`src/rtl/ssis_pkg.sv`:
```
// ----------------------------------------------------------------------------
// ssis_pkg: shared types for the sorted set insert/search core
// Operation codes, sequencer states and the compare result bundle.
// ----------------------------------------------------------------------------
package ssis_pkg;

  localparam int unsigned DataW = 32;
  localparam int unsigned CountOutW = 7;

  typedef enum logic {
    OP_INSERT = 1'b0,
    OP_QUERY  = 1'b1
  } op_e;

  typedef enum logic [2:0] {
    ST_IDLE,
    ST_RD,
    ST_CMP,
    ST_SH_RD,
    ST_SH_WR,
    ST_INS,
    ST_DONE
  } state_e;

  // result of the shared signed comparator
  typedef struct packed {
    logic lt;
    logic eq;
  } cmp_t;

endpackage

```
`src/rtl/ssis_mem.sv`:
```
// ----------------------------------------------------------------------------
// ssis_mem: entry storage
// One write port, one read port with registered read data.
// ----------------------------------------------------------------------------
module ssis_mem
  import ssis_pkg::*;
#(
  parameter int unsigned Depth = 64,
  parameter int unsigned AddrW = 6
) (
  input  logic             clk_i,
  input  logic             we_i,
  input  logic [AddrW-1:0] waddr_i,
  input  logic [DataW-1:0] wdata_i,
  input  logic [AddrW-1:0] raddr_i,
  output logic [DataW-1:0] rdata_o
);

  logic [DataW-1:0] mem_q [Depth];
  logic [DataW-1:0] rdata_q;

  always_ff @(posedge clk_i) begin
    if (we_i) begin
      mem_q[waddr_i] <= wdata_i;
    end
  end

  always_ff @(posedge clk_i) begin
    rdata_q <= mem_q[raddr_i];
  end

  assign rdata_o = rdata_q;

endmodule

```
`src/rtl/ssis_cmp.sv`:
```
// ----------------------------------------------------------------------------
// ssis_cmp: shared signed comparator
// Compares a stored entry against the request value.
// ----------------------------------------------------------------------------
module ssis_cmp
  import ssis_pkg::*;
(
  input  logic signed [DataW-1:0] entry_i,
  input  logic signed [DataW-1:0] key_i,
  output cmp_t                    cmp_o
);

  always_comb begin
    cmp_o.lt = entry_i < key_i;
    cmp_o.eq = entry_i == key_i;
  end

endmodule

```
`src/rtl/sorted_set_insert_search_core.sv`:
```
// ----------------------------------------------------------------------------
// sorted_set_insert_search_core: sorted set of signed 32-bit values
// Binary search over an ascending entry memory; inserts shift larger
// entries up one place at a time through the same memory ports.
// ----------------------------------------------------------------------------
//
//  channel  | handshake         | payload
//  ---------+-------------------+-----------------------------------------
//  request  | start, busy       | operation_i, value_i
//  result   | done_o (1 cycle)  | found_o, dropped_full_o, entry_count_o
//
// A request runs S binary search steps, S <= ceil(log2(count+1)), each a
// memory read followed by a compare. An insert of a new value then moves
// M entries up, M = entries moved up, each move being one read and one
// write on the single memory port pair.
// Reset clears the count and the sequencer; entry contents are not cleared.
// busy is high from the accepting edge until the result strobe has passed.
// The receiver cannot stall: done_o is high for exactly one cycle.
//
module sorted_set_insert_search_core
  import ssis_pkg::*;
#(
  parameter int unsigned CAPACITY = 64
) (
  input  logic                    clk_i,
  input  logic                    rst_ni,
  input  logic                    start,
  output logic                    busy,
  input  logic                    operation_i,
  input  logic signed [DataW-1:0] value_i,
  output logic                    done_o,
  output logic                    found_o,
  output logic                    dropped_full_o,
  output logic [CountOutW-1:0]    entry_count_o
);

  localparam int unsigned AW  = $clog2(CAPACITY);
  localparam int unsigned CW  = $clog2(CAPACITY + 1);
  localparam int unsigned CXW = (CW > CountOutW) ? CW : CountOutW;

  state_e state_q, state_d;

  // request and search registers
  op_e              op_q;
  logic [DataW-1:0] value_q;
  logic [CW-1:0]    lo_q;      // search low bound, ends as insert place
  logic [CW-1:0]    hi_q;
  logic [CW-1:0]    idx_q;     // shift pointer (destination place)
  logic [CW-1:0]    count_q;
  logic             eq_q;      // entry at last "not less" probe matched
  logic             dropped_q;

  logic [CW-1:0]    mid;
  logic             search_on;
  logic             full;
  logic             do_shift;
  logic             accept;

  // memory and compare wiring
  logic             mem_we;
  logic [AW-1:0]    mem_waddr;
  logic [DataW-1:0] mem_wdata;
  logic [AW-1:0]    mem_raddr;
  logic [DataW-1:0] mem_rdata;
  cmp_t             cmp;
  logic [CXW-1:0]   count_ext;

  assign accept    = start && !busy;
  assign mid       = lo_q + ((hi_q - lo_q) >> 1);
  assign search_on = lo_q < hi_q;
  assign full      = count_q == CW'(CAPACITY);
  assign do_shift  = (op_q == OP_INSERT) && !eq_q && !full;

  ssis_mem #(
    .Depth (CAPACITY),
    .AddrW (AW)
  ) u_mem (
    .clk_i   (clk_i),
    .we_i    (mem_we),
    .waddr_i (mem_waddr),
    .wdata_i (mem_wdata),
    .raddr_i (mem_raddr),
    .rdata_o (mem_rdata)
  );

  ssis_cmp u_cmp (
    .entry_i (mem_rdata),
    .key_i   (value_q),
    .cmp_o   (cmp)
  );

  // next state
  always_comb begin
    state_d = state_q;
    case (state_q)
      ST_IDLE: begin
        if (accept) state_d = ST_RD;
      end
      ST_RD: begin
        if (search_on)     state_d = ST_CMP;
        else if (do_shift) state_d = ST_SH_RD;
        else               state_d = ST_DONE;
      end
      ST_CMP:   state_d = ST_RD;
      ST_SH_RD: begin
        if (idx_q > lo_q) state_d = ST_SH_WR;
        else              state_d = ST_INS;
      end
      ST_SH_WR: state_d = ST_SH_RD;
      ST_INS:   state_d = ST_DONE;
      ST_DONE:  state_d = ST_IDLE;
      default:  state_d = ST_IDLE;
    endcase
  end

  // memory port control and strobes
  always_comb begin
    mem_we    = 1'b0;
    mem_waddr = idx_q[AW-1:0];
    mem_wdata = mem_rdata;
    mem_raddr = mid[AW-1:0];
    done_o    = 1'b0;
    case (state_q)
      ST_SH_RD: mem_raddr = AW'(idx_q - CW'(1));
      ST_SH_WR: mem_we = 1'b1;
      ST_INS: begin
        mem_we    = 1'b1;
        mem_waddr = lo_q[AW-1:0];
        mem_wdata = value_q;
      end
      ST_DONE:  done_o = 1'b1;
      default: ;
    endcase
  end

  always_ff @(posedge clk_i or negedge rst_ni) begin
    if (!rst_ni) begin
      state_q <= ST_IDLE;
      count_q <= '0;
    end else begin
      state_q <= state_d;
      if (state_q == ST_INS) count_q <= count_q + CW'(1);
    end
  end

  // datapath registers
  always_ff @(posedge clk_i) begin
    case (state_q)
      ST_IDLE: begin
        if (accept) begin
          op_q      <= op_e'(operation_i);
          value_q   <= value_i;
          lo_q      <= '0;
          hi_q      <= count_q;
          idx_q     <= count_q;
          eq_q      <= 1'b0;
          dropped_q <= 1'b0;
        end
      end
      ST_RD: begin
        if (!search_on) dropped_q <= (op_q == OP_INSERT) && !eq_q && full;
      end
      ST_CMP: begin
        if (cmp.lt) begin
          lo_q <= mid + CW'(1);
        end else begin
          hi_q <= mid;
          eq_q <= cmp.eq;
        end
      end
      ST_SH_WR: idx_q <= idx_q - CW'(1);
      default: ;
    endcase
  end

  assign busy           = state_q != ST_IDLE;
  assign found_o        = eq_q;
  assign dropped_full_o = dropped_q;
  assign count_ext      = CXW'(count_q);
  assign entry_count_o  = count_ext[CountOutW-1:0];

`ifndef SYNTH
  a_count_bound: assert property (@(posedge clk_i) disable iff (!rst_ni)
    count_q <= CW'(CAPACITY))
    else $error("entry count above capacity");

  a_drop_excl: assert property (@(posedge clk_i) disable iff (!rst_ni)
    done_o |-> !(found_o && dropped_full_o))
    else $error("result both found and dropped");

  a_drop_full: assert property (@(posedge clk_i) disable iff (!rst_ni)
    (done_o && dropped_full_o) |-> full)
    else $error("drop reported on a set that is not full");

  a_count_grow: assert property (@(posedge clk_i) disable iff (!rst_ni)
    (state_q == ST_INS) |=> (count_q == $past(count_q) + CW'(1)))
    else $error("insert did not grow the count by one");
`endif

endmodule
```
`config.mk`:
```
export PLATFORM = sky130hd
export DESIGN_NAME = sorted_set_insert_search_core
export DESIGN_NICKNAME = d
export VERILOG_FILES = /design/src/rtl/ssis_pkg.sv /design/src/rtl/ssis_mem.sv /design/src/rtl/ssis_cmp.sv /design/src/rtl/sorted_set_insert_search_core.sv
export SDC_FILE = /design/constraint.sdc
export NUM_CORES = 2
export LEC_CHECK = 0
export ABC_AREA = 1
export BUFFER_PORTS_ARGS = -buffer_cell sky130_fd_sc_hd__buf_2
export CAP_MARGIN = 0
export CORE_MARGIN = 2
export CORE_UTILIZATION = 40
export CTS_BUF_LIST = sky130_fd_sc_hd__clkbuf_4
export CTS_CLUSTER_DIAMETER = 80
export DETAILED_ROUTE_END_ITERATION = 16
export PLACE_DENSITY = 0.57
export SYNTH_ARGS = -nofsm -noshare
export SYNTH_HDL_FRONTEND = slang
export SYNTH_SLANG_ARGS = --single-unit
```
`constraint.sdc`:
```
create_clock -name clk_i -period 9.5 [get_ports clk_i]
set_clock_uncertainty 0.05 [all_clocks]
set_input_delay 2.85 -clock clk_i [delete_from_list [all_inputs] [get_ports clk_i]]
set_output_delay 2.85 -clock clk_i [all_outputs]
set_load 0.01 [all_outputs]
```
==> reports/metrics.cfg <==
[status]
status = complete, no violations

[floorplanning]
rows = 178
coreArea_um2 = 235000
die_h_um = 490
num_io_pins = 47
start_util = 0.402
die_w_um = 490
dieArea_um2 = 240000

[sta]
slew_headroom = 0.207
finalHoldViolations = 0
tns_ns = 0
drv_slew = 0
clock.fmax_ghz = 0.168
fin_crit_ns = 5.97
setup_viol = 0
tightest_slew_ns = 1.18
hold_slack_ns = 0.534
finalCritPeriodShare = 0.628
rsz0062_at_grt = false
setup_ws_ns = 3.54

[global_route]
grt_max_degree = 169
grt_pass1_wl_mm = 425
grt_pass1_vias = 65000
antenna_found_initial = 14
grt_usage = 0.238
overflow = 0

[cts]
postCtsSetupBuffers = 0
tritoncts = yes
clk_path_buf_depth = 4
cts.clk_slew.worst_paths_ns = 0.06
cts_sinks = 2146
clock_latency_ns = 1.44
cts_made_buffers = 585
postCtsHoldBufs = 0
cts-root-buf = clkbuf_4
htree_levels = 6
post_cts_resized = 0

[placement]
portBuffers = 46
dpl.hpwl_mm = 148
gp_congestion = 0.913
post-place-ws_ns = 3.62

[logic_synthesis]
ys_async_sr_fraction = 0.00466
ys_seq_area_frac = 0.678
synth_seq_cells = 2146
yosys_warnings = 0
synth_edf_count = 2104
ys_types = 34
syn_nets = 9206
syn_area_um2 = 94600
synthFlopType = edfxtp_1
synth_cells = 9112
postSynthAreaPerCell_um2 = 10.4

[cells_and_area]
fillers = 22200
nNetsFinal = 9522
utilization = 0.451
drive_above_1_share = 0.128
area_growth_pct = 12.1

[worst_setup_path]
crit_type = flop to flop
required_ns = 10.80
cp_slowest_cell = buf_4
cpPeakStageDelay_ns = 0.65
cp-end-kind = flop
cpMostUsedCell = nand3_1
rr_startpoint = lo_q[0]$_SDFFCE_PP0P_
cp.arrival_ns = 7.27
crit_start = lo_q[0]$_SDFFCE_PP0P_
cp_max_fo = 97
crit_chain = ha_1, inv_1, fa_1, ha_1, inv_1, fa_1, nand2_1, nand2_8, inv_8, buf_4, buf_4, nand3_1, nand3_1, nand3_1, nand3_1, nand3_1, nand2_1
start_kind = flop

[routing]
final_antenna_net_count = 0
first_pass_iters = 8
drt-initial-drc-count = 7666
detail_route.wirelength_mm = 291
drc = 0
vias = 66600
wl_per_cell_um = 22.4
viasPerCell = 5.13

[run]
cap_viol_max_count = 0

[worst_hold_path]
hp-start = entry_count_o[2]$_DFFE_PN0P_
min_path_type = flop to flop

## cell families (layout without fill, tap and decap cells)
group,Yosys count,in the layout,synth area share
AO/OA/AOI/OAI,112,112,0.00639
XOR/XNOR,16,16,0.00148
adder cells (fa/ha/maj),58,58,0.00783
buffers and inverters,2364,3086,0.0987
flip-flops,2146,2146,0.678
other,0,8,0
AND/OR/NAND/NOR,4416,4416,0.208
## sequential cells by signal, indices dropped and copies added, names as in the netlist, 3 cells and up
register,cells
entry_count_o,7
hi_q,7
idx_q,7
lo_q,7
state_q,3
u_mem.mem_q,2048
u_mem.rdata_o,32
value_q,32
## path summary, 6_finish.rpt
| check | to | slack [ns] | cells after the start |
|---|---|---|---|
| worst max-delay path | u_mem.rdata_o[22]$_DFF_P_ | 3.54 | 17 |
| max in group asynchronous | entry_count_o[1]$_DFFE_PN0P_ | 7.93 | 1 |
| worst min register to register | entry_count_o[2]$_DFFE_PN0P_ | 0.53 | 1 |
| worst max register to register | u_mem.rdata_o[22]$_DFF_P_ | 3.54 | 17 |
| worst min-delay path | entry_count_o[2]$_DFFE_PN0P_ | 0.53 | 1 |
| min in group asynchronous | state_q[0]$_DFFE_PN0P_ | 1.26 | 1 |
## final cells by class
type                            count  area [um2]  share of cell area
Sequential cell                  2146       64100               0.604
Multi-Input combinational cell   4602       22100               0.208
Inverter                         1890        7120              0.0671
Clock buffer                      898        6740              0.0636
Tap cell                         3150        3940              0.0372
Timing Repair Buffer              203        1630              0.0154
Clock inverter                     95         422             0.00398
Antenna cell                        8        20.0            0.000189
## synthesized netlist by cell type, types with 3 or more instances
| cell type | n | area [um2] |
|---|---|---|
| o21ai_0 | 61 | 305 |
| nand4_1 | 13 | 81.3 |
| a21oi_1 | 33 | 165 |
| ha_1 | 56 | 701 |
| inv_1 | 1883 | 7070 |
| nor3_1 | 9 | 45.0 |
| nor4_1 | 5 | 31.3 |
| edfxtp_1 | 2104 | 63200 |
| o21ai_2 | 5 | 43.8 |
| nand2_1 | 2151 | 8070 |
| dfxtp_1 | 32 | 641 |
| buf_2 | 246 | 1230 |
| nand3_1 | 2007 | 10000 |
| inv_2 | 7 | 26.3 |
| o211ai_1 | 4 | 30.0 |
| buf_1 | 44 | 165 |
| dfrtp_1 | 10 | 250 |
| buf_4 | 40 | 300 |
| nand3b_1 | 131 | 983 |
| clkbuf_1 | 144 | 541 |
| o21ai_1 | 3 | 15.0 |
| xnor2_1 | 6 | 52.6 |
| nor2_1 | 94 | 353 |
| xor2_1 | 10 | 87.6 |
## worst max-delay path, delay by kind of cell (launching register included)
family,cells,cell delay [ns]
buf+inv,5,2.02
flops,1,0.47
simple gates,8,1.80
fa+ha+maj,4,1.37
## layer usage
metal	global-route usage	routed length (um)	up-vias
met5	0	282	-
met1	0.314	119000	32100
met3	0.0443	25300	538
li1	-	-	30800
met4	0.127	15000	4
met2	0.373	131000	3162
## through the flow
step / std cells / area [um2]
final: 13000 / 106000
after global routing: 13000 / 106000
after CTS: 13000 / 106000
after detailed placement: 12000 / 98800
after global placement: 12000 / 98800
after floorplan: 9112 / 94600
## layout by cell type, fill, tap and decap left out, types with 56 or more instances in the layout
cell type     n
buf_4       139
clkbuf_4    898
clkinv_1     65
edfxtp_1   2104
ha_1         56
inv_1      1881
nand2_1    2148
nand3_1    2007
nand3b_1    131
nor2_4       58
Power is not shown: default switching activity piles up to over one toggle a cycle in this logic, so the estimate is an artifact.
